**config.mk**
```make
export PLATFORM = sky130hd
export DESIGN_NAME = ecmap_div_pipe
export DESIGN_NICKNAME = d
export VERILOG_FILES = /design/src/sv/ecmap_pkg.sv /design/src/sv/ecmap_div_pipe.sv
export SDC_FILE = /design/constraint.sdc
export NUM_CORES = 1
export LEC_CHECK = 0
export ABC_AREA = 0
export BUFFER_PORTS_ARGS = -buffer_cell sky130_fd_sc_hd__buf_2
export CORE_ASPECT_RATIO = 0.6
export CORE_MARGIN = 1
export CORE_UTILIZATION = 65
export CTS_CLUSTER_DIAMETER = 30
export DETAILED_ROUTE_END_ITERATION = 7
export PLACE_DENSITY = 0.82
export SETUP_SLACK_MARGIN = 0.4
export SYNTH_ARGS = -nofsm -noshare
export SYNTH_HDL_FRONTEND = slang
export SYNTH_SLANG_ARGS = --single-unit
export TNS_END_PERCENT = 20
```
**constraint.sdc**
```tcl
create_clock -name clock -period 6.59 [get_ports clock]
set_input_delay 0.659 -clock clock [delete_from_list [all_inputs] [get_ports clock]]
set_output_delay 0.659 -clock clock [all_outputs]
set_load 0.05 [all_outputs]
```
**src/sv/ecmap_pkg.sv**
```systemverilog
`default_nettype none
// ============================================================================
// Escape count color mapper package
// Shared widths, fixed-point constants, palette codes and the sine table
// builder used by the color mapper pipeline.
// ============================================================================
package ecmap_pkg;

   // Field and datapath widths.
   localparam int COUNT_BITS     = 16;
   localparam int LIMIT_BITS     = 16;
   localparam int FRACTION_BITS  = 16;
   localparam int FULL_BITS      = FRACTION_BITS + 1;
   localparam int PROD_BITS      = 2 * FRACTION_BITS;
   localparam int WIDE_PROD_BITS = 2 * FRACTION_BITS + 2;
   localparam int PHASE_BITS     = 32;
   localparam int PHASE_PROD_BITS = FRACTION_BITS + PHASE_BITS;
   localparam int PIXEL_BITS     = 24;
   localparam int CHANNEL_BITS   = 8;
   localparam int GAIN_BITS      = 12;

   // Configuration port.
   localparam int CSR_INDEX_BITS = 1;
   localparam int CSR_DATA_BITS  = 16;
   localparam logic [CSR_INDEX_BITS-1:0] CSR_ITERATION_LIMIT = 1'b0;
   localparam logic [CSR_INDEX_BITS-1:0] CSR_PALETTE_SELECT  = 1'b1;
   localparam logic [LIMIT_BITS-1:0]     LIMIT_RESET         = 16'd100;

   // Palette codes.
   typedef enum logic [1:0] {
      PALETTE_GRADIENT = 2'd0,
      PALETTE_GREY     = 2'd1,
      PALETTE_WARM     = 2'd2,
      PALETTE_SINE     = 2'd3
   } palette_type;

   // One in Q0.FRACTION_BITS, held in one extra bit.
   localparam logic [FULL_BITS-1:0] ONE_Q = FULL_BITS'(1) << FRACTION_BITS;

   // Palette gains (255 times the polynomial weights 9, 15 and 8.5 doubled).
   localparam logic [GAIN_BITS-1:0] GRAD_RED_GAIN   = 12'd2295;
   localparam logic [GAIN_BITS-1:0] GRAD_GREEN_GAIN = 12'd3825;
   localparam logic [12:0]          GRAD_BLUE_GAIN  = 13'd4335;
   localparam logic [7:0]           FULL_SCALE      = 8'd255;
   localparam logic [7:0]           WARM_RED_BASE   = 8'd204;
   localparam logic [7:0]           WARM_RED_SLOPE  = 8'd51;
   localparam logic [7:0]           WARM_GREEN_BASE = 8'd51;
   localparam logic [7:0]           WARM_GREEN_GAIN = 8'd204;
   localparam logic [7:0]           WARM_BLUE_GAIN  = 8'd50;
   localparam logic [PIXEL_BITS-1:0] PIXEL_BLACK    = 24'h000000;

   // Phase constants in Q32 turns.
   localparam logic [PHASE_BITS-1:0] TURN_NINE_TENTHS = 32'd3865470566;
   localparam logic [PHASE_BITS-1:0] PHASE_TWO_RAD    = 32'd1367130551;
   localparam logic [PHASE_BITS-1:0] PHASE_FOUR_RAD   = 32'd2734261102;

   // Sine table geometry.
   localparam int SINE_TABLE_DEPTH  = 1024;
   localparam int SINE_INDEX_BITS   = $clog2(SINE_TABLE_DEPTH);
   localparam int SINE_QUARTER_BITS = SINE_INDEX_BITS - 2;
   localparam int SINE_QUARTER      = SINE_TABLE_DEPTH / 4;
   localparam int SINE_FRAC_SHIFT   = 30 - SINE_QUARTER_BITS;

   localparam logic [63:0] Q30_ONE     = 64'd1 << 30;
   localparam logic [63:0] HALF_PI_Q30 = 64'd1686629713;

   typedef logic [SINE_QUARTER_BITS:0] sine_mag_type;

   // Control bits that travel with each item down the pipeline.
   typedef struct packed {
      logic valid;
      logic black;
   } tag_type;

   // Saturate a widened channel value to 0..255.
   function automatic logic [CHANNEL_BITS-1:0] clamp_byte(input logic [GAIN_BITS-1:0] v);
      return (v > GAIN_BITS'(FULL_SCALE)) ? FULL_SCALE : v[CHANNEL_BITS-1:0];
   endfunction

   // Channel level for a folded quarter-wave position m (in table steps).
   // The sine is a Q30 odd Taylor polynomial, clamped to 0..1; the level is
   // (sin/2 + 1/2) * 255 with the sign applied first. Used at elaboration only.
   function automatic logic [CHANNEL_BITS-1:0] sine_byte(input sine_mag_type m,
                                                         input logic negative);
      logic [63:0]        frac;
      logic [63:0]        x;
      logic [63:0]        x2;
      logic [63:0]        term;
      logic signed [63:0] sum;
      logic [63:0]        level;
      frac = 64'(m) << SINE_FRAC_SHIFT;
      x    = (frac * HALF_PI_Q30) >> 30;
      x2   = (x * x) >> 30;
      term = x;
      sum  = signed'(x);
      term = ((term * x2) >> 30) / 64'd6;
      sum  = sum - signed'(term);
      term = ((term * x2) >> 30) / 64'd20;
      sum  = sum + signed'(term);
      term = ((term * x2) >> 30) / 64'd42;
      sum  = sum - signed'(term);
      term = ((term * x2) >> 30) / 64'd72;
      sum  = sum + signed'(term);
      if (sum < 0) begin
         sum = '0;
      end
      if (sum > signed'(Q30_ONE)) begin
         sum = signed'(Q30_ONE);
      end
      if (negative) begin
         sum = -sum;
      end
      level = (64'(sum + signed'(Q30_ONE)) * 64'd255) >> 31;
      return (level > 64'd255) ? 8'd255 : level[CHANNEL_BITS-1:0];
   endfunction

endpackage
`default_nettype wire

```
**src/sv/ecmap_div_pipe.sv**
```systemverilog
`default_nettype none
// ============================================================================
// Pipelined fraction divider
// Forms t = floor(count * 2^FRACTION_BITS / limit) one quotient bit per
// register stage. Valid only for count < limit, which holds for every item
// that is not black.
// ============================================================================
module ecmap_div_pipe (
   input  wire logic                             clock,
   input  wire logic                             reset,
   input  wire logic                             advance,
   input  wire ecmap_pkg::tag_type               in_tag,
   input  wire logic [ecmap_pkg::COUNT_BITS-1:0] in_count,
   input  wire logic [ecmap_pkg::LIMIT_BITS-1:0] in_limit,
   output ecmap_pkg::tag_type                    out_tag,
   output logic [ecmap_pkg::FRACTION_BITS-1:0]   out_frac
);
   import ecmap_pkg::*;

   localparam int LAST = FRACTION_BITS - 1;

   tag_type                  tag_ff [FRACTION_BITS];
   logic [LIMIT_BITS-1:0]    rem_ff [FRACTION_BITS];
   logic [LIMIT_BITS-1:0]    div_ff [FRACTION_BITS];
   logic [FRACTION_BITS-1:0] quo_ff [FRACTION_BITS];

   for (genvar k = 0; k < FRACTION_BITS; k++) begin : g_stage
      tag_type                  prev_tag;
      logic [LIMIT_BITS-1:0]    prev_rem;
      logic [LIMIT_BITS-1:0]    prev_div;
      logic [FRACTION_BITS-1:0] prev_quo;
      logic [LIMIT_BITS:0]      shifted;
      logic                     take;
      logic [LIMIT_BITS-1:0]    rem_in;
      logic [FRACTION_BITS-1:0] quo_in;

      // The first stage starts from the count as the partial remainder.
      if (k == 0) begin : g_first
         assign prev_tag = in_tag;
         assign prev_rem = LIMIT_BITS'(in_count);
         assign prev_div = in_limit;
         assign prev_quo = '0;
      end else begin : g_next
         assign prev_tag = tag_ff[k-1];
         assign prev_rem = rem_ff[k-1];
         assign prev_div = div_ff[k-1];
         assign prev_quo = quo_ff[k-1];
      end

      // One restoring step: double the remainder, subtract when it fits.
      always_comb begin
         shifted = {prev_rem, 1'b0};
         take    = (shifted >= {1'b0, prev_div});
         rem_in  = take ? LIMIT_BITS'(shifted - {1'b0, prev_div}) : shifted[LIMIT_BITS-1:0];
         quo_in  = {prev_quo[FRACTION_BITS-2:0], take};
      end

      always_ff @(posedge clock) begin
         if (reset) begin
            tag_ff[k] <= '0;
         end else if (advance) begin
            tag_ff[k] <= prev_tag;
         end
      end

      always_ff @(posedge clock) begin
         if (advance) begin
            rem_ff[k] <= rem_in;
            div_ff[k] <= prev_div;
            quo_ff[k] <= quo_in;
         end
      end
   end

   assign out_tag  = tag_ff[LAST];
   assign out_frac = quo_ff[LAST];

`ifndef NO_ASSERTIONS
   // A finished quotient leaves a remainder below the divisor.
   a_rem_below_div: assert property (@(posedge clock) disable iff (reset)
      tag_ff[LAST].valid && !tag_ff[LAST].black |-> rem_ff[LAST] < div_ff[LAST])
      else $error("divider remainder not below divisor");

   // A stall holds the last stage.
   a_stall_holds: assert property (@(posedge clock) disable iff (reset)
      !advance |=> $stable(tag_ff[LAST]) && $stable(quo_ff[LAST]))
      else $error("divider output changed during a stall");

   // An item entering on an advance shows up in the first stage.
   a_enter: assert property (@(posedge clock) disable iff (reset)
      advance && in_tag.valid |=> tag_ff[0].valid)
      else $error("divider lost an entering item");
`endif
endmodule
`default_nettype wire

```
[Word level (Yosys, flattened, before mapping)]
Memory sizes are Yosys's and may differ from the RTL's.
Cells that the tools add are included.
Widths: inputs -> output; s select.
Word-level totals
  register bits: 0
  latch bits: 0
  memory bits (writable): 800
  ROM bits: 0
  output and inout bits: 18
  word-level logic and storage cells: 90
  memories kept: 4
Cells by class
  add/subtract/negate cells: 16
  $mul: 0
  divide/modulo/power cells: 0
  $lt $le $gt $ge: 16
  equal/unequal tests: 0
  shifts and indexed selects: 0
  mux-type cells: 38
  bitwise logic cells: 16
  reduce and logical (&&, ||, !) cells: 0
Memory list
  div_ff: depth 16, width 16, read ports 15, clocked after memory_dff 0, write ports 16, line ecmap_div_pipe.sv:24  | logic [LIMIT_BITS-1:0] div_ff [FRACTION_BITS];
  quo_ff: depth 16, width 16, read ports 16, clocked after memory_dff 0, write ports 16, line ecmap_div_pipe.sv:25  | logic [FRACTION_BITS-1:0] quo_ff [FRACTION_BITS];
  rem_ff: depth 16, width 16, read ports 15, clocked after memory_dff 0, write ports 16, line ecmap_div_pipe.sv:23  | logic [LIMIT_BITS-1:0] rem_ff [FRACTION_BITS];
  tag_ff: depth 16, width 2, read ports 16, clocked after memory_dff 0, write ports 16, line ecmap_div_pipe.sv:22  | tag_type tag_ff [FRACTION_BITS];
Operators with widths (number)
  $ge 17x16->1: 16
  $mux 16: 16
  $sub 16x16->16: 16
  $mux 2: 16
  $or 1x1->1: 16
  $mux 1: 6

[Depth between registers and ports, before layout]
  word-level depth: 4
  gate-level depth with buffers: 11
  gate-level depth less buffers: 10

[Worst setup path before layout]
Ideal clock, no wire load.
  path type: register to register
  from: memory rem_ff[5][5], in the netlist rem_ff[0][85]
  to: memory rem_ff[6][8], in the netlist rem_ff[0][104], data pin
  library setup time: 262 ps
  arrival: 2931 ps
  required time: 6328 ps
  path slack: 3397 ps
  stages on the path, launching flop included: 10
  period minus slack after synthesis: 3193 ps
  cell sequence: edfxtp_1 ha_1 a21o_1 a31o_1 a31o_1 a2111oi_4 a2111oi_2 a2111oi_4 buf_6 mux2_1
RTL lines (line)
  from (decl): ecmap_div_pipe.sv:23

==> results.env <==
TOP_CELLS_BY_COUNT_SYNTH='sky130_fd_sc_hd__edfxtp_1 (648), sky130_fd_sc_hd__inv_1 (327), sky130_fd_sc_hd__ha_1 (255)'
NUMBER_OF_GLOBAL_ROUTE_VIAS_BEFORE_REPAIR=22600
DIE_WIDTH_UM=301
POST-ROUTE-PERIOD-UTIL_PCT=60.5
DETAILEDROUTE.FIRSTITERATIONVIOLATIONS=2477
ANTENNA-DIODE-COUNT=0
CRITICAL_PATH.SLOWEST_CELL='sky130_fd_sc_hd__a21o_1'
SETUP_VIOL=0
WORST-SLEW-PIN-TRANSITION_PS=1170
POWER_SWITCHING_W=0.00733
WORST_PATH_LARGEST_CELL_DELAY_PS=870
TIMING.MAX_SLEW.REL_SLACK_PCT=22.1
CLOCK_TREE_FROM_TRITONCTS='yes'
VIA_COUNT=23400
CRITPATHCAPTURETYPE='flip-flop'
NUMPLACEDINSTANCES=3597
MAX-CLOCK-PATH-BUFFERS=3
POWER.SHARE.CLOCK_PCT=26.5
NUM-NETS-FINAL=3300
WIRE_LENGTH_OF_THE_FIRST_GLOBAL_ROUTING_PASS_UM=127000
PATH_MAX_FANOUT=30
POWER_FRAC_COMB_PCT=39.8
CTS.HOLD.BUFFERS_ADDED=0
YOSYSWARNINGCOUNT=0
WORST_CLOCK_SKEW_ON_THE_FINAL_LAYOUT_PS=27.2
FINAL-HOLD-VIOLATION-COUNT=0
INTPOWER_W=0.0129
REMAINING_DESIGN_RULE_VIOLATION_COUNT=0
START_KIND='flip-flop'
CRITPATHARRIVALTIME_PS=4380
MAPPEDNETLISTAREA_UM2=34800
NUMBER_OF_CORE_ROWS=65
SEQUENTIAL_SHARE_OF_POWER_PCT=33.6
DIE_AREA_UM2=54400
CRIT_CHAIN='ha_1 > a21oi_1 > o21ai_0 > or3_1 > o21ai_0 > a21o_1 > inv_1 > o2111a_1 > a221o_1'
CTS_RESIZED=0
SYNTHDOMINANTAREACELLTYPE='sky130_fd_sc_hd__edfxtp_1'
FLOW.AREA_GROWTH_FROM_SYNTHESIS_PCT=13.3
CLKLATENCYLATEPIN_PS=660
YS_FF_LATCH=648
FINAL_PERIOD_MINUS_WORST_SETUP_SLACK_PS=3980
SETUP_REPAIR_AFTER_GLOBAL_ROUTING_MISSED_ITS_MARGIN='false'
GRT_START_MAX_NET_PINS=146
GRT_ANTENNA_BEFORE_REPAIR=1
AREA_INSIDE_THE_CORE_BOUNDARY_UM2=52700
POWER.STATIC_LEAKAGE_nW=16.1
WIRE_LENGTH_PER_CELL_UM=21.7
DRT_FIRST_PASS_ITERS=6
TIMING.CRITICAL_PATH.REQUIRED_PS=6980
INITIAL_UTILIZATION_PCT=65.9
POST_CTS_BUFFERS=0
GRT_USE_TOTAL_PCT=30.3
CLOCK_ROOT_BUFFER_MASTER='sky130_fd_sc_hd__clkbuf_16'
CLK_PIN_SLEW_WORST_PATHS_PS=60
SYNTHARSTFLOPSHARE_PCT=0
FINALCOREUTILIZATION_PCT=74.7
CAP_VIOLATIONS=0
H-TREE-DEPTH=3
FINAL-INSTANCE-COUNT-EXCL-FILL=3778
PEAKVDDDROP_mV=0.320
DPL_WORST_SLACK_PS=2780
CRIT_PATH_FREQUENT_CELL='sky130_fd_sc_hd__o21ai_0'
SYNTH_ENABLE_FLOP_CELLS=648
POWER.SWITCHING_FRACTION_PCT=36.2
SYNTHESIS.INSTANCES=2857
PORT_BUFFERS=54
AVGSYNTHCELLAREA_UM2=12.2
SETUP_WS_PS=2610
FINALWEIGHTEDCONGESTION=0.959
DP.FINAL_HPWL_UM=58000
CTS.SINK_COUNT=648
NETLIST.AREA_LEADER.SHARE_PCT=56.0
CELL_WITH_THE_MOST_INSTANCES_AFTER_SYNTHESIS='sky130_fd_sc_hd__edfxtp_1'
R2R_SLACK_PS=2610
ROUTED_WL_UM=81900
FINALMAXSLEWVIOLATIONS=0
SETUP-TNS-FINAL_PS=0
LAYOUT-DRIVE-GT1-SHARE_PCT=13.0
TIMING.HOLD.WORST.CLASS='in2reg'
TIMING_WORST_SETUP_PATH_TYPE='reg2reg'
CTS_INSERTED_BUFFERS=97
POWER.DENSITY_CELL_AREA_nW_PER_UM2=514
SYNTH.AREA.TOP_CELLS='sky130_fd_sc_hd__edfxtp_1 (56%), sky130_fd_sc_hd__ha_1 (9.2%), sky130_fd_sc_hd__mux2_2 (4.1%)'
SYNTH_CELL_TYPE_COUNT=77
MAXIMUM_CLOCK_RATE_MHz=251
DRT.ANTENNA.VIOLATING_NETS=0
IO_PINS=55
FLOORPLAN.DIE.HEIGHT_UM=181
SYNTH_NETS=3164
YOSYSSEQAREASHARE_PCT=56.0
VIA_PER_INST=6.19
GLOBALROUTEOVERFLOWTOTAL=0
RESULT_OF_THE_RUN='finished, final reports clean'
SYNTH-MAIN-FF-CELL='sky130_fd_sc_hd__edfxtp_1'
[kinds of logic (layout without fill, tap and decap cells)]
family	count (synthesis)	after routing	share of synthesized area [%]
AO/OA/AOI/OAI	658	658	12.5
XOR/XNOR	156	156	3.93
adder cells (fa/ha/maj)	270	270	10.0
buffers and inverters	362	580	3.96
flip-flops	648	648	56.0
multiplexers	153	153	4.89
AND/OR/NAND/NOR	610	610	8.72
[per-layer routing]
metal / wire (um) / track usage [%] / share of wire [%] / vias to the layer above
li1: - / - / - / 10800
met1: 37000 / 45.4 / 45 / 11300
met2: 34300 / 42.9 / 42 / 1100
met3: 9040 / 9.55 / 11 / 138
met4: 1530 / 7.67 / 1.9 / 2
met5: 9 / 0 / 0.011 / -
[cells in the final DEF (no fill, tap or decap), drive strengths merged, types with 7 or more instances in the layout]
cell	Yosys	layout
clkinv	0	32
fa	15	15
or2	11	11
a31oi	25	25
nor2b	46	46
nand4	24	24
clkinvlp	0	12
a211oi	23	23
and2	54	54
edfxtp	648	648
inv	327	348
a31o	9	9
a221oi	8	8
nor2	142	142
buf	12	72
o21bai	11	11
nand3	26	26
a2111oi	7	7
or3	21	21
o31a	27	27
o21a	48	48
nand2	164	164
a21boi	16	16
and3	24	24
ha	255	255
xor2	57	57
nand2b	42	42
nor3	29	29
a211o	9	9
mux2i	18	18
mux2	135	135
o31ai	23	23
bufinv	0	13
a21oi	144	144
a21o	58	58
xnor2	99	99
clkbuf	23	103
o21ai	184	184
[power groups by stage]
| stage | sequential (W) | clock (W) | combinational, W |
|---|---|---|---|
| 6_report | 0.00681 | 0.00538 | 0.00807 |
| 2_1_floorplan | 0.00647 | 0 | 0.00598 |
| 4_1_cts | 0.00676 | 0.00542 | 0.00791 |
| 3_3_place_gp | 0.00679 | 0 | 0.00744 |
| 5_1_grt | 0.00687 | 0.00560 | 0.00877 |
| 3_5_place_dp | 0.00681 | 0 | 0.00775 |
[sequential cells by signal, summed over array words and instances (netlist names)]
signal / cells
div_ff: 240
quo_ff: 136
rem_ff: 240
tag_ff: 32
[cell type report]
cell class / instances / area (um^2)
fill: 3326 / 13300
tap: 703 / 880
sequential: 648 / 19500
clock inverter: 78 / 992
inverter: 327 / 1230
multi-input combinational: 1847 / 13900
timing repair buffer: 72 / 440
clock buffer: 103 / 2450
[final timing paths]
check | from | to | cells after the start
max | rem_ff[0][5]$_DFFE_PP_ | rem_ff[0][30]$_DFFE_PP_ | 9
min reg2reg | quo_ff[4][2]$_DFFE_PP_ | quo_ff[5][3]$_DFFE_PP_ | 0
min | in_limit[8] | div_ff[0][8]$_DFFE_PP_ | 1
max reg2reg | rem_ff[0][5]$_DFFE_PP_ | rem_ff[0][30]$_DFFE_PP_ | 9
[worst max-delay path: cells and delay by family (launching register included)]
family          cells  cell delay (ps)
compound gates      6             2420
fa+ha+maj           1              370
flops               1              390
simple gates        1              380
buf+inv             1              140
[through the flow]
step                cell area [um^2]  hold slack (ps)  power (W)
finish                         39400              194     0.0203
global route                   39400              177     0.0212
CTS                            39400              173     0.0201
detailed placement             35900              405     0.0146
global placement               35900              401     0.0142
floorplan                      34800              400     0.0124
(Power assumes the default switching activity.)
