--- src/sv/ecmap_pkg.sv ---
`default_nettype none
// ============================================================================
// Escape count color mapper package
// Shared widths, fixed-point constants, palette codes and the sine table
// builder used by the color mapper pipeline.
// ============================================================================
package ecmap_pkg;

   // Field and datapath widths.
   localparam int COUNT_BITS     = 16;
   localparam int LIMIT_BITS     = 16;
   localparam int FRACTION_BITS  = 16;
   localparam int FULL_BITS      = FRACTION_BITS + 1;
   localparam int PROD_BITS      = 2 * FRACTION_BITS;
   localparam int WIDE_PROD_BITS = 2 * FRACTION_BITS + 2;
   localparam int PHASE_BITS     = 32;
   localparam int PHASE_PROD_BITS = FRACTION_BITS + PHASE_BITS;
   localparam int PIXEL_BITS     = 24;
   localparam int CHANNEL_BITS   = 8;
   localparam int GAIN_BITS      = 12;

   // Configuration port.
   localparam int CSR_INDEX_BITS = 1;
   localparam int CSR_DATA_BITS  = 16;
   localparam logic [CSR_INDEX_BITS-1:0] CSR_ITERATION_LIMIT = 1'b0;
   localparam logic [CSR_INDEX_BITS-1:0] CSR_PALETTE_SELECT  = 1'b1;
   localparam logic [LIMIT_BITS-1:0]     LIMIT_RESET         = 16'd100;

   // Palette codes.
   typedef enum logic [1:0] {
      PALETTE_GRADIENT = 2'd0,
      PALETTE_GREY     = 2'd1,
      PALETTE_WARM     = 2'd2,
      PALETTE_SINE     = 2'd3
   } palette_type;

   // One in Q0.FRACTION_BITS, held in one extra bit.
   localparam logic [FULL_BITS-1:0] ONE_Q = FULL_BITS'(1) << FRACTION_BITS;

   // Palette gains (255 times the polynomial weights 9, 15 and 8.5 doubled).
   localparam logic [GAIN_BITS-1:0] GRAD_RED_GAIN   = 12'd2295;
   localparam logic [GAIN_BITS-1:0] GRAD_GREEN_GAIN = 12'd3825;
   localparam logic [12:0]          GRAD_BLUE_GAIN  = 13'd4335;
   localparam logic [7:0]           FULL_SCALE      = 8'd255;
   localparam logic [7:0]           WARM_RED_BASE   = 8'd204;
   localparam logic [7:0]           WARM_RED_SLOPE  = 8'd51;
   localparam logic [7:0]           WARM_GREEN_BASE = 8'd51;
   localparam logic [7:0]           WARM_GREEN_GAIN = 8'd204;
   localparam logic [7:0]           WARM_BLUE_GAIN  = 8'd50;
   localparam logic [PIXEL_BITS-1:0] PIXEL_BLACK    = 24'h000000;

   // Phase constants in Q32 turns.
   localparam logic [PHASE_BITS-1:0] TURN_NINE_TENTHS = 32'd3865470566;
   localparam logic [PHASE_BITS-1:0] PHASE_TWO_RAD    = 32'd1367130551;
   localparam logic [PHASE_BITS-1:0] PHASE_FOUR_RAD   = 32'd2734261102;

   // Sine table geometry.
   localparam int SINE_TABLE_DEPTH  = 1024;
   localparam int SINE_INDEX_BITS   = $clog2(SINE_TABLE_DEPTH);
   localparam int SINE_QUARTER_BITS = SINE_INDEX_BITS - 2;
   localparam int SINE_QUARTER      = SINE_TABLE_DEPTH / 4;
   localparam int SINE_FRAC_SHIFT   = 30 - SINE_QUARTER_BITS;

   localparam logic [63:0] Q30_ONE     = 64'd1 << 30;
   localparam logic [63:0] HALF_PI_Q30 = 64'd1686629713;

   typedef logic [SINE_QUARTER_BITS:0] sine_mag_type;

   // Control bits that travel with each item down the pipeline.
   typedef struct packed {
      logic valid;
      logic black;
   } tag_type;

   // Saturate a widened channel value to 0..255.
   function automatic logic [CHANNEL_BITS-1:0] clamp_byte(input logic [GAIN_BITS-1:0] v);
      return (v > GAIN_BITS'(FULL_SCALE)) ? FULL_SCALE : v[CHANNEL_BITS-1:0];
   endfunction

   // Channel level for a folded quarter-wave position m (in table steps).
   // The sine is a Q30 odd Taylor polynomial, clamped to 0..1; the level is
   // (sin/2 + 1/2) * 255 with the sign applied first. Used at elaboration only.
   function automatic logic [CHANNEL_BITS-1:0] sine_byte(input sine_mag_type m,
                                                         input logic negative);
      logic [63:0]        frac;
      logic [63:0]        x;
      logic [63:0]        x2;
      logic [63:0]        term;
      logic signed [63:0] sum;
      logic [63:0]        level;
      frac = 64'(m) << SINE_FRAC_SHIFT;
      x    = (frac * HALF_PI_Q30) >> 30;
      x2   = (x * x) >> 30;
      term = x;
      sum  = signed'(x);
      term = ((term * x2) >> 30) / 64'd6;
      sum  = sum - signed'(term);
      term = ((term * x2) >> 30) / 64'd20;
      sum  = sum + signed'(term);
      term = ((term * x2) >> 30) / 64'd42;
      sum  = sum - signed'(term);
      term = ((term * x2) >> 30) / 64'd72;
      sum  = sum + signed'(term);
      if (sum < 0) begin
         sum = '0;
      end
      if (sum > signed'(Q30_ONE)) begin
         sum = signed'(Q30_ONE);
      end
      if (negative) begin
         sum = -sum;
      end
      level = (64'(sum + signed'(Q30_ONE)) * 64'd255) >> 31;
      return (level > 64'd255) ? 8'd255 : level[CHANNEL_BITS-1:0];
   endfunction

endpackage
`default_nettype wire

--- src/sv/ecmap_sine_lut.sv ---
`default_nettype none
// ============================================================================
// Sine level lookup
// Maps a phase index (one turn in SINE_TABLE_DEPTH steps) to an 8-bit
// channel level, from quarter-wave constant tables with quadrant folding.
// ============================================================================
module ecmap_sine_lut (
   input  wire logic [ecmap_pkg::SINE_INDEX_BITS-1:0] phase_index,
   output logic [ecmap_pkg::CHANNEL_BITS-1:0]         level
);
   import ecmap_pkg::*;

   localparam logic [CHANNEL_BITS-1:0] PEAK_POS = sine_byte(sine_mag_type'(SINE_QUARTER), 1'b0);
   localparam logic [CHANNEL_BITS-1:0] PEAK_NEG = sine_byte(sine_mag_type'(SINE_QUARTER), 1'b1);

   logic [CHANNEL_BITS-1:0]      pos_table [SINE_QUARTER];
   logic [CHANNEL_BITS-1:0]      neg_table [SINE_QUARTER];
   logic [SINE_QUARTER_BITS-1:0] step;
   logic [SINE_QUARTER_BITS-1:0] mirror;
   logic [SINE_QUARTER_BITS-1:0] fold;
   logic                         odd_quadrant;
   logic                         negative;
   logic                         peak;

   // Quarter-wave levels for the upper and lower half of the wave.
   for (genvar k = 0; k < SINE_QUARTER; k++) begin : g_table
      localparam logic [CHANNEL_BITS-1:0] POS = sine_byte(sine_mag_type'(k), 1'b0);
      localparam logic [CHANNEL_BITS-1:0] NEG = sine_byte(sine_mag_type'(k), 1'b1);
      assign pos_table[k] = POS;
      assign neg_table[k] = NEG;
   end

   // Fold odd quadrants back; the crest of the wave sits one past the table.
   always_comb begin
      step         = phase_index[SINE_QUARTER_BITS-1:0];
      odd_quadrant = phase_index[SINE_QUARTER_BITS];
      negative     = phase_index[SINE_QUARTER_BITS+1];
      mirror       = ~step + 1'b1;
      fold         = odd_quadrant ? mirror : step;
      peak         = odd_quadrant && (step == '0);
      if (peak) begin
         level = negative ? PEAK_NEG : PEAK_POS;
      end else begin
         level = negative ? neg_table[fold] : pos_table[fold];
      end
   end
endmodule
`default_nettype wire

--- config.mk ---
export PLATFORM = sky130hd
export DESIGN_NAME = ecmap_sine_lut
export DESIGN_NICKNAME = d
export VERILOG_FILES = /design/src/sv/ecmap_pkg.sv /design/src/sv/ecmap_sine_lut.sv
export SDC_FILE = /design/constraint.sdc
export NUM_CORES = 1
export LEC_CHECK = 0
export BUFFER_PORTS_ARGS = -buffer_cell sky130_fd_sc_hd__clkbuf_2
export CORE_MARGIN = 1
export CORE_UTILIZATION = 50
export DETAILED_ROUTE_END_ITERATION = 12
export GPL_TIMING_DRIVEN = 0
export PLACE_DENSITY = 0.77
export SYNTH_ARGS = -nofsm -noshare
export SYNTH_HDL_FRONTEND = slang
export SYNTH_SLANG_ARGS = --single-unit
export TNS_END_PERCENT = 30
--- constraint.sdc ---
create_clock -name vclk -period 4.8
set_clock_uncertainty 0.05 [all_clocks]
set_input_delay 0.24 -clock vclk [all_inputs]
set_output_delay 0.24 -clock vclk [all_outputs]
set_load 0.01 [all_outputs]
# Yosys cells after proc, flatten, opt, wreduce, memory -nomap -nowiden
# Memories as Yosys holds them, arrays and structs flattened.
# Cells that the tools add are included.
# op_classes
n_lt_le_gt_ge,1
n_addsub,1
n_reduce_logical,2
mux,8
n_bitwise,2
# ops
op,count
2-to-1 mux 8 bit,8
>= comparator 9 bit (second input constant),1
inverter 8 -> 9 bit,1
adder 8 x 1 -> 8 bit (second input constant),1
zero test 8 bit,1
inverter 8 bit,1
logical AND 1 bit,1
# totals
register_bits,0
rom_bits,4096
word_cells,16
memories,2
output_inout_bits,8
inputBits,10
# mem_list
name,words,word_bits,rd,rd_clocked_by_memory_dff,write_ports,line,text
(name not given),256,8,1,0,0,ecmap_sine_lut.sv:44,level = negative ? neg_table[fold] : pos_table[fold];
(name not given),256,8,1,0,0,ecmap_sine_lut.sv:44,

# Logic depth before layout (Yosys ltp)
# Gate-level depths: netlist (run 1).
# depth
depth_word,9
mapped_depth,18
ltp_nobuf,14

# Worst setup path after synthesis (run 1)
# No wires, ideal clock.
# synth_timing
kind,input to output
start,in phase_index[0] (netlist bit)
end,out level[2] (netlist bit)
slack_ns,1.417
t_required_ns,4.510
arrival_time_ns,3.093
cell_stages,17
path_buffers,4
cell_sequence,inv_1 ha_1 buf_2 nor2b_1 nor3_2 clkbuf_1 buf_2 ha_1 clkbuf_1 inv_1 o21ai_0 o22ai_1 a2111oi_0 nor3_1 o22ai_1 nor3_1 o22ai_1
# synth_between
elab_chain_len,9
word_cells_on_any_way,14
cone_classes,1 x add/sub; 7 x mux; 2 x bitwise; 2 x reduce/logical; 2 x memory
# synth_rtl
item,line,text
start: declaration,ecmap_sine_lut.sv:8,"input wire logic [ecmap_pkg::SINE_INDEX_BITS-1:0] phase_index,"
inverter 8 bit,ecmap_sine_lut.sv:38,mirror = ~step + 1'b1;
adder 8 x 1 -> 8 bit,ecmap_sine_lut.sv:38,
2-to-1 mux 8 bit,ecmap_sine_lut.sv:39,fold = odd_quadrant ? mirror : step;
inverter 8 -> 9 bit (implied by the code),ecmap_sine_lut.sv:44,
memory (256 x 8 bit),-,
2-to-1 mux 8 bit (implied by the code) (2 in series),ecmap_sine_lut.sv:44,
2-to-1 mux 8 bit,ecmap_sine_lut.sv:44,
2-to-1 mux 8 bit *,ecmap_sine_lut.sv:41,if (peak) begin
end: declaration,ecmap_sine_lut.sv:9,output logic [ecmap_pkg::CHANNEL_BITS-1:0] level
# Mark *: on every way between the ends. The rest lies on a longest branch, timed or not. The select of a mux whose other input is x is not followed.

# Worst setup path after layout (run 1)
# Ends and elaborated chain as after synthesis.

==> key figures, run 1 <==
Min path
  – Hold Startpoint: phase_index[9]
  – Hold Path End: level[0]
  – Hold path depth: 4
  – Worst Hold Class: input pin to primary output

Route
  – # DRC: 0
  – Wire per inst: between 20 and 30 µm
  – Routed Wire Length: around 15 mm
  – DRT iter0 DRCs: ~940
  – DR vias: ~4.4k
  – DR pass1 iterations: 6
  – Antenna Nets Post-Route: 0
  – Vias per cell: a little under 8

Timing
  – Final setup fails: 0
  – Final Critical Period: around 4.8 ns
  – Hold_ws: 0.9001 ns
  – Max frequency: 210.3 MHz
  – Fin. max-slew vios: 0
  – Final Hold Fails: 0
  – Actual slew at the worst max-slew pin: ~0.77 ns
  – Fin crit share: ~99%
  – Relative slew slack: between 40 and 50%
  – RSZ-0062 raised after global routing: yes

Logic synthesis
  – Synth top area cells: nand2_1 8.3%, a21oi_1 7.4%, ha_1 7.0%
  – Count leader, synth: nand2_1
  – Post-synth top area cell: nand2_1
  – Synth Instances: 475
  – Mapped Area: between 0.002 and 0.003 mm²
  – Syn Nets: roughly 500
  – Top post-synthesis cells by count: 63 x nand2_1, 43 x nor2_1, 42 x a21oi_1
  – Xor-xnor portion of the synthesized cell area: under 10%
  – Mux share of post-synthesis cell area: under 10%
  – Simple-Gate Fraction of Synth Area: between 30% and 40%
  – Compound-cell area share of the yosys netlist: 47.33%
  – Register area share after synthesis: 0%
  – Synth warnings: 0
  – Syn avg cell area: between 6 and 7 µm²
  – Adder-Cell Fraction of Synth Area: under 10%
  – Distinct cells, synth: 73
  – Largest family of logic cells by synthesized area: compound AO/OA/AOI/OAI gates
  – Yosys top cell area share: between 8 and 9%

Global routing
  – Largest net degree at the start of global routing: 15
  – Grt ovf: 0
  – Tot GR Track Use: approximately half
  – First-pass GRT wire length: between 20 and 25 mm
  – Vias in the first global route: ~4.0k
  – Initial antenna violation count: 0

Final layout
  – N_diodes: 0
  – CLK BUF: 0
  – Seq cells: 0
  – Register area: 0 µm²
  – Area growth syn-to-layout: 5.872%
  – Fraction of layout cells with a size suffix above 1: ~14%
  – Number of nets in the layout: about 520

Floorplanning
  – Die Wd: about 78 µm
  – Die area: approximately 0.006 mm²
  – Initial core utilization: between 50 and 60%
  – Core ar.: approximately 0.0055 mm²
  – Die height: just under 80 µm
  – Site Rows: 27
  – I/O pin cnt: 18

Setup path
  – Critical-path maximum fanout: 13
  – Crit path arrival time: about 4.5 ns
  – CP startpoint kind: input pin
  – Req. time, crit path: between 4 and 5 ns
  – CP Capture Type: primary output
  – Crit Path Class: input pin to primary output

Place
  – RePlAce Congestion: ~1.1
  – IO Port Bufs: 16
  – Post-DP HPWL: 10.56 mm

Power and ir drop
  – Leakage: roughly 1.1 nW
  – Peak VDD IR: 104.2 µV
  – Pwr/cell area: 188.3 mW/mm²
  – Power Total: around 570 µW

CTS
  – # hold bufs at CTS: 0

Outcome
  – Status: complete, no violations

Job
  – Max cap viols: 0
worst max path at each step:
stage / start / end / slack [ns]
floorplan: phase_index[0] / level[2] / 1.42
global placement: phase_index[0] / level[2] / 0.24
detailed placement: phase_index[0] / level[2] / 0.21
CTS: phase_index[0] / level[2] / 0.19
global route: phase_index[0] / level[2] / -0.03
finish: phase_index[0] / level[2] / 0.05
what timing repair did:
action / in CTS / in global routing
resized for setup: 0 / 2
setup buffers: 0 / 0
endpoints found under the hold margin: 0 / 0
setup endpoints to repair: 0 / 2
critical path, cell delays in order:
cell	delay, ns
clkbuf_2	0.26
inv_1	0.15
ha_1	0.27
buf_2	0.20
nor2b_1	0.16
nor3_2	0.28
clkbuf_2	0.29
buf_2	0.38
ha_1	0.22
clkbuf_1	0.39
inv_1	0.16
o21ai_0	0.18
o22ai_1	0.11
a2111oi_0	0.38
nor3_1	0.12
o22ai_1	0.23
nor3_1	0.10
o22ai_1	0.19
clkbuf_2	0.17
area by class of cell:
cell class,instances,area (µm²)
repair buffers,16,80.08
fillers,580,2484
inverters,13,48.80
multi-input cells,408,2554
plain buffers,53,250.2
well taps,72,90.09
placed cells by master, fill, tap and decap left out, drive strengths merged, types with 4 or more instances in the layout:
master	count
o21ai	42
a311oi	7
a221oi	5
o22ai	10
o211ai	16
a211oi	8
buf	36
nand2	64
and3	4
a31oi	9
a2111oi	7
or3	4
a21oi	43
clkbuf	33
inv	13
o31ai	5
nand4	5
nor2	43
nor3	24
nand3	19
o31a	4
o32ai	4
o2111ai	4
nand2b	7
xnor2	6
ha	16
power by group:
part	internal, mW	switching (mW)
Combinational	0.173	0.396
Clock	0	0
Sequential	0	0
metal layers:
layer | GRT usage, % | up-vias | wire [µm]
li1 | - | 1839 | -
met5 | 0 | - | 0
met2 | 71.15 | 511 | 5845
met4 | 24.15 | 0 | 1030
met3 | 19.06 | 131 | 2712
met1 | 62.96 | 1956 | 5294
kinds of logic after synthesis:
group                      Yosys count
adders and majority gates           16
muxes                                4
and+or+nand+nor                    186
AOI/OAI and AO/OA                  194
buffers and inverters               67
xor gates and xnor gates             8
per-stage QoR:
stage	util [%]	instances	area [µm²]	setup WS, ns	TNS (ns)
final	54.90	562	3023	0.04586	0
after detailed placement	54.94	563	3025	0.2130	0
after global placement	54.94	563	3025	0.2361	0
after global routing	54.90	562	3023	-0.03140	-0.03140
after floorplan	-	475	2855	1.417	0
after CTS	54.94	563	3025	0.1934	0
Note: power is estimated with default switching activity, not from simulation.
==> run 2, diff against run 1 <==
- CORE_UTILIZATION: 50 -> 55
- PLACE_DENSITY: 0.77 -> 0.82
==> run 2 against run 1 <==
- non-clock buffer count did not move
- setup slack improved by 0.23 ns
- routed wire length fell by 6.6%
- die area fell by 8.9%
- utilization rose by 7.3 points
- clock-buffer cell count did not move
- total power fell by 1.4%
- sequential share of layout area did not move
- critical path depth did not move
- via count barely moved
- cell count fell by 0.89%
==> key figures, run 2 (synthesized netlist as in run 1, its figures left out) <==
Floorplanning
  – Core ar.: 0.004848 mm² (-12%)
  – Die area: 0.005483 mm² (-8.9%)
  – Initial core utilization: 58.89% (+7.0 points)
  – Die Wd: 74.05 µm (-4.5%)
  – I/O pin cnt: 18 (unchanged)
  – Site Rows: 25 (-7.4%)
  – Die height: 74.05 µm (-4.5%)

Setup path
  – CP Capture Type: primary output
  – Critical-path maximum fanout: 13 (unchanged)
  – Crit path arrival time: 4.23 ns (-0.23 ns)
  – Req. time, crit path: 4.51 ns (about the same)
  – Crit Path Class: input pin to primary output
  – CP startpoint kind: input pin

Route
  – DR vias: 4440 (+0.068%)
  – DR pass1 iterations: 11 (+5)
  – Wire per inst: 24.96 µm (-5.7%)
  – DRT iter0 DRCs: 1415 (+51%)
  – Antenna Nets Post-Route: 0 (unchanged)
  – Routed Wire Length: 13.90 mm (-6.6%)
  – Vias per cell: 7.971 (+0.97%)
  – # DRC: 0 (unchanged)

Place
  – RePlAce Congestion: 1.191 (+7.7%)
  – Post-DP Area: 0.003019 mm² (-0.21%)
  – IO Port Bufs: 16 (unchanged)
  – Post-DP HPWL: 9.759 mm (-7.6%)

Final layout
  – Area growth syn-to-layout: 5.697%
  – Fraction of layout cells with a size suffix above 1: 13.88% (+0.20 points)
  – Design Area, Final: 0.003018 mm² (-0.17%)
  – Commonest non-fill, non-tap cells in the layout: 63 x nand2_1, 43 x nor2_1, 42 x a21oi_1, 34 x o21ai_0, 31 x buf_2
  – Register area: 0 µm² (unchanged)
  – FILL cells: 490 (-16%)
  – N_diodes: 0 (unchanged)
  – Commonest non-fill, non-tap cell in the layout: nand2_1
  – Number of nets in the layout: 518 (unchanged)
  – Seq cells: 0 (unchanged)
  – CLK BUF: 0 (unchanged)

Power and ir drop
  – Peak VDD IR: 140.1 µV (+34%)
  – Pwr/cell area: 186.1 mW/mm² (-1.2%)
  – Leakage: 1.115 nW (+0.29%)

Timing
  – Final setup fails: 0 (unchanged)
  – Final Critical Period: 4.520 ns (-0.2338 ns)
  – Actual slew at the worst max-slew pin: 0.9176 ns (+0.1450 ns)
  – Fin crit share: 94.17% (-4.9 points)
  – RSZ-0062 raised after global routing: no
  – Max frequency: 221.2 MHz (+5.2%)
  – Relative slew slack: 38.41% (-8.7 points)
  – TNS Setup: 0 ns (unchanged)
  – Fin. max-slew vios: 0 (unchanged)
  – Final Hold Fails: 0 (unchanged)

Job
  – Max cap viols: 0 (unchanged)

Outcome
  – Status: complete, no violations

Global routing
  – Tot GR Track Use: 52.79% (+3.6 points)
  – Initial antenna violation count: 0 (unchanged)
  – Largest net degree at the start of global routing: 15 (unchanged)
  – Vias in the first global route: 3936 (-1.7%)
  – Grt ovf: 0 (unchanged)
  – First-pass GRT wire length: 21.76 mm (-4.5%)

Min path
  – Worst Hold Class: input pin to primary output
run 2: what timing repair did:
item	in CTS	in global routing
hold endpoints to repair	0	0
resized for setup	0	4
setup endpoints to repair	0	2
hold buffers	0	0
buffers inserted	0	0
run 2: critical path: stages:
cell,delay (ns)
clkbuf_2,0.25
inv_1,0.15
ha_1,0.26
buf_2,0.19
nor2b_1,0.17
nor3_2,0.27
clkbuf_2,0.30
buf_2,0.38
ha_1,0.21
clkbuf_2,0.24
inv_1,0.13
o21ai_0,0.16
o22ai_1,0.10
a2111oi_0,0.40
nor3_1,0.14
o22ai_1,0.17
nor3_1,0.07
o22ai_1,0.22
clkbuf_2,0.18
run 2: worst paths after layout:
check | start | to | slack [ns] | depth (start not counted)
hold / removal | phase_index[9] | level[0] | 0.91 | 4
setup / recovery | phase_index[0] | level[2] | 0.28 | 19
run 2: routing by layer:
metal | track usage, % | vias to the layer above | share of wire, %
met5 | 0 | - | 0
met4 | 25.43 | 0 | 8.5
met3 | 23.17 | 167 | 18
met2 | 74.44 | 505 | 38
met1 | 68.04 | 1932 | 35
li1 | - | 1836 | -
run 2: final cells by class:
type                       count  area [µm²]  share of cell area (%)
buffer                        53       251.5                   8.333
inverter                      13       48.80                   1.617
multi-input combinational    408        2554                   84.62
tap                           67       83.83                   2.778
timing repair buffer          16       80.08                   2.653
run 2: where the power goes:
part,internal [mW],switching [mW],total (mW)
registers,0,0,0
logic,0.174,0.388,0.562
clock network,0,0,0
total,0.174,0.388,0.562
run 2: stage by stage:
stage               power, mW  utilization (%)  hold WS, ns  setup slack, ns  instances
floorplan              0.3612                -       0.5980            1.417        475
global placement       0.5152            62.27       0.8891           0.1940        558
detailed placement     0.5147            62.27       0.8952           0.1390        558
CTS                    0.5171            62.27       0.8978           0.1314        558
global route           0.5841            62.25       0.9476           0.1271        557
finish                 0.5616            62.25       0.9112           0.2797        557
